$ cat src/rtl/core/binary_contour_tracer_defines.svh
// Assertion macros shared by the contour tracer RTL.
// No dependencies; the bodies expect clk and rst_n in the using module.
`ifndef BINARY_CONTOUR_TRACER_DEFINES_SVH
`define BINARY_CONTOUR_TRACER_DEFINES_SVH

`ifndef SYNTHESIS

// Same-cycle implication, checked out of reset.
`define BCT_ASSERT_IMP(lbl, ante, cons, msg) \
    lbl: assert property (@(posedge clk) disable iff (!rst_n) (ante) |-> (cons)) \
        else $error(msg);

// Next-cycle implication, checked out of reset.
`define BCT_ASSERT_NXT(lbl, ante, cons, msg) \
    lbl: assert property (@(posedge clk) disable iff (!rst_n) (ante) |=> (cons)) \
        else $error(msg);

`else

`define BCT_ASSERT_IMP(lbl, ante, cons, msg)

`define BCT_ASSERT_NXT(lbl, ante, cons, msg)

`endif

`endif

$ cat src/rtl/core/bct_pkg.sv
// Shared types, constants and direction tables for the contour tracer.
// No dependencies; imported by every module of the block.
package bct_pkg;

    localparam int MAX_WIDTH  = 1024;
    localparam int MAX_HEIGHT = 128;
    localparam int X_W        = $clog2(MAX_WIDTH);
    localparam int Y_W        = $clog2(MAX_HEIGHT);
    localparam int W_W        = X_W + 1;
    localparam int H_W        = Y_W + 1;
    localparam int ADDR_W     = X_W + Y_W;
    localparam int DEPTH      = MAX_WIDTH * MAX_HEIGHT;
    localparam int CNT_W      = 16;
    localparam int PIX_W      = 8;
    localparam int CFG_IDX_W  = 2;
    localparam int CFG_DATA_W = 16;

    localparam logic ACT_WRITE   = 1'b0;
    localparam logic ACT_REQUEST = 1'b1;

    localparam logic [CFG_IDX_W-1:0] CFG_WIDTH  = 2'd0;
    localparam logic [CFG_IDX_W-1:0] CFG_HEIGHT = 2'd1;
    localparam logic [CFG_IDX_W-1:0] CFG_MAX    = 2'd2;

    localparam logic [2:0] DIR_UL = 3'd0;
    localparam logic [2:0] DIR_U  = 3'd1;
    localparam logic [2:0] DIR_UR = 3'd2;
    localparam logic [2:0] DIR_R  = 3'd3;
    localparam logic [2:0] DIR_DR = 3'd4;
    localparam logic [2:0] DIR_D  = 3'd5;
    localparam logic [2:0] DIR_DL = 3'd6;
    localparam logic [2:0] DIR_L  = 3'd7;

    localparam logic [1:0] STEP_NEG  = 2'b11;
    localparam logic [1:0] STEP_ZERO = 2'b00;
    localparam logic [1:0] STEP_POS  = 2'b01;

    typedef enum logic [1:0] {
        REASON_BORDER = 2'd0,
        REASON_LEFT   = 2'd1,
        REASON_NONE   = 2'd2,
        REASON_LIMIT  = 2'd3
    } reason_t;

    typedef struct packed {
        logic             action;
        logic [Y_W-1:0]   row;
        logic [X_W-1:0]   col;
        logic [PIX_W-1:0] pixel;
    } item_t;

    typedef struct packed {
        logic [X_W-1:0] point_x;
        logic [Y_W-1:0] point_y;
        logic           last;
        reason_t        end_reason;
    } point_t;

    typedef struct packed {
        logic [W_W-1:0]   w_eff;
        logic [H_W-1:0]   h_eff;
        logic [CNT_W-1:0] limit;
    } limits_t;

    typedef struct packed {
        logic    wr_pixel;
        logic    run;
        logic    nb_mode;
        logic    load_start;
        logic    found;
        logic    take_step;
        logic    emit;
        logic    last;
        reason_t reason;
    } cmd_t;

    typedef struct packed {
        logic hit;
        logic miss;
        logic left;
        logic border;
        logic limit;
    } sts_t;

    function automatic logic [1:0] dir_dx(input logic [2:0] d);
        logic [1:0] r;
        case (d)
            DIR_UL:  r = STEP_NEG;
            DIR_U:   r = STEP_ZERO;
            DIR_UR:  r = STEP_POS;
            DIR_R:   r = STEP_POS;
            DIR_DR:  r = STEP_POS;
            DIR_D:   r = STEP_ZERO;
            DIR_DL:  r = STEP_NEG;
            DIR_L:   r = STEP_NEG;
            default: r = STEP_ZERO;
        endcase
        return r;
    endfunction

    function automatic logic [1:0] dir_dy(input logic [2:0] d);
        logic [1:0] r;
        case (d)
            DIR_UL:  r = STEP_NEG;
            DIR_U:   r = STEP_NEG;
            DIR_UR:  r = STEP_NEG;
            DIR_R:   r = STEP_ZERO;
            DIR_DR:  r = STEP_POS;
            DIR_D:   r = STEP_POS;
            DIR_DL:  r = STEP_POS;
            DIR_L:   r = STEP_ZERO;
            default: r = STEP_ZERO;
        endcase
        return r;
    endfunction

endpackage

$ cat src/rtl/core/bct_ctrl.sv
// Controller of the contour tracer: handshakes, trace sequencing and end decisions.
// Depends on bct_pkg and binary_contour_tracer_defines.svh; commands bct_datapath.
`include "binary_contour_tracer_defines.svh"

module bct_ctrl
    import bct_pkg::*;
(
    input  logic clk,
    input  logic rst_n,
    input  logic item_valid,
    input  logic action,
    output logic item_stall,
    output logic point_valid,
    input  logic point_stall,
    input  sts_t sts,
    output cmd_t cmd
);

    typedef enum logic [2:0] {
        S_IDLE,
        S_START,
        S_STEP,
        S_CHECK,
        S_NEXT,
        S_EMIT
    } state_t;

    state_t  state_reg;
    logic    trace_active_reg;
    logic    last_reg;
    reason_t reason_reg;
    logic    valid_reg;
    logic    valid_next;

    logic    accept;
    logic    slot_free;

    assign item_stall  = (state_reg != S_IDLE);
    assign point_valid = valid_reg;
    assign accept      = item_valid && (state_reg == S_IDLE);
    assign slot_free   = !valid_reg || !point_stall;
    assign valid_next  = cmd.emit || (valid_reg && point_stall);

    always_comb
    begin
        cmd            = '0;
        cmd.wr_pixel   = accept && (action == ACT_WRITE);
        cmd.run        = (state_reg == S_START) || (state_reg == S_STEP)
                         || (state_reg == S_NEXT);
        cmd.nb_mode    = (state_reg != S_START);
        cmd.load_start = (state_reg == S_START) && (sts.hit || sts.miss);
        cmd.found      = sts.hit;
        cmd.take_step  = (state_reg == S_STEP) && sts.hit;
        cmd.emit       = (state_reg == S_EMIT) && slot_free;
        cmd.last       = last_reg;
        cmd.reason     = reason_reg;
    end

    always_ff @(posedge clk or negedge rst_n)
    begin
        if (!rst_n)
        begin
            state_reg        <= S_IDLE;
            trace_active_reg <= 1'b0;
            last_reg         <= 1'b0;
            reason_reg       <= REASON_BORDER;
            valid_reg        <= 1'b0;
        end
        else
        begin
            valid_reg <= valid_next;
            case (state_reg)
                S_IDLE:
                begin
                    if (accept && (action == ACT_REQUEST))
                    begin
                        state_reg <= trace_active_reg ? S_STEP : S_START;
                    end
                end
                S_START:
                begin
                    if (sts.hit || sts.miss)
                    begin
                        trace_active_reg <= 1'b1;
                        state_reg        <= S_CHECK;
                    end
                end
                S_STEP:
                begin
                    if (sts.hit)
                    begin
                        state_reg <= S_CHECK;
                    end
                    else if (sts.miss)
                    begin
                        last_reg   <= 1'b1;
                        reason_reg <= REASON_NONE;
                        state_reg  <= S_EMIT;
                    end
                end
                S_CHECK:
                begin
                    if (sts.left)
                    begin
                        last_reg   <= 1'b1;
                        reason_reg <= REASON_LEFT;
                        state_reg  <= S_EMIT;
                    end
                    else if (sts.border)
                    begin
                        last_reg   <= 1'b1;
                        reason_reg <= REASON_BORDER;
                        state_reg  <= S_EMIT;
                    end
                    else if (sts.limit)
                    begin
                        last_reg   <= 1'b1;
                        reason_reg <= REASON_LIMIT;
                        state_reg  <= S_EMIT;
                    end
                    else
                    begin
                        state_reg <= S_NEXT;
                    end
                end
                S_NEXT:
                begin
                    if (sts.hit)
                    begin
                        last_reg   <= 1'b0;
                        reason_reg <= REASON_BORDER;
                        state_reg  <= S_EMIT;
                    end
                    else if (sts.miss)
                    begin
                        last_reg   <= 1'b1;
                        reason_reg <= REASON_NONE;
                        state_reg  <= S_EMIT;
                    end
                end
                S_EMIT:
                begin
                    if (slot_free)
                    begin
                        if (last_reg)
                        begin
                            trace_active_reg <= 1'b0;
                        end
                        state_reg <= S_IDLE;
                    end
                end
                default:
                begin
                    state_reg <= S_IDLE;
                end
            endcase
        end
    end

    `BCT_ASSERT_NXT(a_emit_shows, cmd.emit, valid_reg, "emitted point not presented")
    `BCT_ASSERT_IMP(a_start_new, state_reg == S_START, !trace_active_reg, "restart in a trace")
    `BCT_ASSERT_IMP(a_step_active, cmd.run && cmd.nb_mode, trace_active_reg, "scan with no trace")
    `BCT_ASSERT_NXT(a_last_ends, cmd.emit && cmd.last, !trace_active_reg, "trace still active")

endmodule

$ cat config.mk
export PLATFORM = sky130hd
export DESIGN_NAME = bct_ctrl
export DESIGN_NICKNAME = d
export VERILOG_FILES = /design/src/rtl/core/bct_pkg.sv /design/src/rtl/core/bct_ctrl.sv
export VERILOG_INCLUDE_DIRS = /design/src /design/src/rtl/core
export SDC_FILE = /design/constraint.sdc
export NUM_CORES = 1
export LEC_CHECK = 0
export BUFFER_PORTS_ARGS = -buffer_cell sky130_fd_sc_hd__buf_2
export CORE_ASPECT_RATIO = 1.1
export CORE_MARGIN = 2
export CORE_UTILIZATION = 25
export CTS_CLUSTER_DIAMETER = 60
export DETAILED_ROUTE_END_ITERATION = 12
export GPL_TIMING_DRIVEN = 0
export SETUP_SLACK_MARGIN = 0.2
export SLEW_MARGIN = 20
export SYNTH_ARGS = -nofsm -noshare
export SYNTH_HDL_FRONTEND = slang
export SYNTH_SLANG_ARGS = --single-unit
$ cat constraint.sdc
create_clock -name clk -period 2.13 [get_ports clk]
set_clock_uncertainty 0.15 [all_clocks]
set_input_delay 0.426 -clock clk [delete_from_list [all_inputs] [get_ports clk]]
set_output_delay 0.426 -clock clk [all_outputs]
set_load 0.005 [all_outputs]
==> results by stage <==
Cells and area:
- In the layout the commonest cells are buf_2 (20), buf_4 (11), nand2_1 (6), dfrtp_1 (6), nor2b_1 (5).
- The layout has 221 filler cells.
- Across the whole layout, storage elements account for roughly 200 um^2.
- For this run, the post-layout net count is about 110.
- The register with the most flip-flops in the layout has 3 of them.
- The post-route cell area is around 830 um^2.
- In the final layout, the share of cells above drive strength 1 is 0.495.
- The most common cell after layout, fill and taps aside is buf_2.
- From synthesis to final layout, the design area changed by 49.0%.
- In the final layout, the multi-input gates occupy approximately 330 um^2.
- The diode insertion count for antenna repair is 0.

Route:
- For this block, the routed nets add up to about 1.4 mm of wire.
- After the first detailed-routing iteration, the DRC count stood at 1.
- The first TritonRoute pass finished after 4 iterations.
- The remaining antenna violation count is 0.
- The number of vias after detailed routing is 600.
- The wire length per cell after detailed routing is around 11 um.
- The final routed DRC violation total is 0.
- The via density per instance is approximately 4.8.

Critical path:
- The arrival time reported for the critical path endpoint is 1.42 ns.
- The worst setup path is of the flop to primary output kind.
- Walking the worst path, the cells encountered are buf_6, or3_4, nor3b_2, buf_2.
- STA classifies the critical path endpoint as a primary output.
- The maximum fanout along the worst path is 4.
- The endpoint required time on the critical path is between 1.5 and 2 ns.
- The delay contributed by the slowest stage of the critical path is slightly below 0.4 ns.
- On the critical path, the stage with the largest delay is an instance of dfrtp_1.
- Counting cells, the worst reg-to-reg path comes to 6.
- STA classifies the critical path startpoint as a flop.

Clocking:
- In this run the number of H-tree levels came out at 1.
- The insertion delay of the later-clocked pin in the worst-skew pair is 0.25 ns.
- Buffers inserted during clock tree synthesis total 3.
- The clock tree buffer depth is 2.
- The clock input transition at the sequential cells of the worst setup and hold paths is 0.06 ns.
- The clock net sink count is 8.
- The CTS tree is built.
- The buffer type at the clock tree root is clkbuf_4.

Timing:
- The final hold violation count came to 0.
- The final number of setup-violating endpoints is 0.
- The worst pin sits at a relative slew slack of 0.712.
- After routing, the total negative slack on setup checks comes to 0 ns.
- After layout, the minimum clock period comes to approximately 2.0 ns.
- The total count of max-transition violations in the final report is 0.
- Setup repair after global routing could not meet its margin everywhere.
- The final cycle utilization of the critical path is 0.935.
- Static timing analysis puts the maximum clock frequency at 502 MHz.
- For the pin with the worst max-slew slack, the measured transition is approximately 0.43 ns.

Synthesis:
- After synthesis, the mean cell area works out to between 8 and 9 um^2.
- The top flip-flop cell by instance count after synthesis is dfrtp_1.
- For this run, the register share of the synthesized area comes to 0.358.
- The netlist uses 31 different library cells.
- Yosys printed 0 warnings.
- The number of nets in the synthesized netlist is 73.
- The register bit count reported by yosys is 8.
- The count of mapped cells out of synthesis is 63.
- The share of synthesized registers carrying an async set or reset is 1.00.
- In this run, synthesis inferred 0 flip-flops with an integrated enable.
- The cell area that synthesis handed to floorplanning was between 500 and 600 um^2.

Job:
- The max capacitance violation total is 0.

GRT:
- The initial antenna violation count came to 0.
- The maximum number of pins on one net before global-route repair is 11.
- Global routing finished with a remaining overflow of 0.
- In the global route stage, overall resource usage came out at 0.120.
- The number of global-route vias before repair is about 580.
- The first global-routing pass estimated between 2 and 2.5 mm of wire.

Placement:
- The routability congestion estimate from global placement is 0.737.
- The placed instances occupy a cell area of 699 um^2.
- The final HPWL from detailed placement is about 1.0 mm.
- The total of buffers placed on input and output ports is 21.

Floorplanning:
- For this design the top-level I/O count stands at 22.
- The initial utilization of the core area, before any placement, comes to 0.271.
- The core area is between 2000 and 2500 um^2.
- The chip height is roughly 54 um.
- The horizontal die dimension is just under 50 um.
- The floorplan die area is between 2000 and 3000 um^2.
- The floorplan row count is 17.

Pwr:
- The total power draw is between 1 and 1.5 mW.
- The worst vdd rail ir drop is between 0.5 and 0.6 mV.
- For this design the static power due to leakage is 0.379 nW.
- The power density relative to cell area is 1320 nW/um^2.

Worst hold path:
- The worst hold path stage count is 3.
- The path class of the lowest-slack min-delay path is input pin to flop.

Run status:
- The run finished with clean final reports.
==> synthesized netlist by cell type (2+ instances only) <==
cell	n	area (um^2)
a21oi_1	3	15.0
a21oi_2	2	17.5
buf_2	2	10.0
buf_4	3	22.5
dfrtp_1	8	200
inv_1	2	7.51
nand2_1	6	22.5
nand3_1	2	10.0
nand3b_1	2	15.0
nor2_1	4	15.0
nor2b_1	5	31.3
nor3_1	3	15.0
o21ai_0	2	10.0
xnor2_1	2	17.5
==> logic make-up after synthesis <==
group / synth area share
AND/OR/NAND/NOR: 0.306
flip-flops: 0.358
AO/OA/AOI/OAI: 0.215
buffers and inverters: 0.0716
multiplexers: 0.0179
XOR/XNOR: 0.0313
==> layout make-up <==
type,count,area share
Multi-Input combinational cell,48,0.393
Sequential cell,8,0.243
Timing Repair Buffer,31,0.231
Buffer,5,0.0541
Tap cell,28,0.0420
Clock buffer,3,0.0270
Inverter,2,0.00901
==> metal layers <==
layer  global-route usage  up-vias  share of wire
met1                0.142      288           0.43
met4               0.0714        0         0.0070
met2                0.214       14           0.51
met5                    0        -              0
li1                     -      296              -
met3               0.0139        2          0.049
==> worst max-delay path: cells and delay by family (launching register included) <==
family	cells	cell delay, ns
buffers and inverters	2	0.25
flip-flops	1	0.39
AND/OR/NAND/NOR	2	0.53
==> path summary, 6_finish.rpt <==
check,start,end,slack [ns]
worst min register to register,last_reg,trace_active_reg,0.33
worst min-delay path,point_stall,point_valid,0.31
max in group asynchronous,rst_n,state_reg[0],1.26
min in group asynchronous,rst_n,state_reg[2],0.39
worst max register to register,state_reg[1],reason_reg[0],0.59
worst max-delay path,state_reg[1],cmd[9],0.14
==> stage by stage <==
| stage | setup WS [ns] | hold WS (ns) | utilization | std cells |
|---|---|---|---|---|
| floorplan | 0.380 | -0.0196 | - | 63 |
| global route | 0.0695 | 0.343 | 0.404 | 125 |
| detailed placement | 0.254 | 0.127 | 0.339 | 112 |
| global placement | 0.271 | 0.125 | 0.339 | 112 |
| finish | 0.138 | 0.305 | 0.404 | 125 |
| CTS | 0.125 | 0.296 | 0.395 | 124 |
==> timing repair <==
item	CTS	global route
setup endpoints to repair	4	5
resized for setup	7	3
pin swaps	2	0
hold endpoints to repair	8	0
hold buffers	1	0
setup buffers	8	1
==> where the power goes <==
part / total (mW) / internal, mW / switching, mW / leakage, nW
Sequential: 0.281 / 0.224 / 0.0576 / 0.0925
Combinational: 0.712 / 0.394 / 0.318 / 0.272
Clock: 0.110 / 0.0641 / 0.0458 / 0.0138
Total: 1.10 / 0.682 / 0.422 / 0.379
No activity file was read; power rests on OpenSTA's default activity.
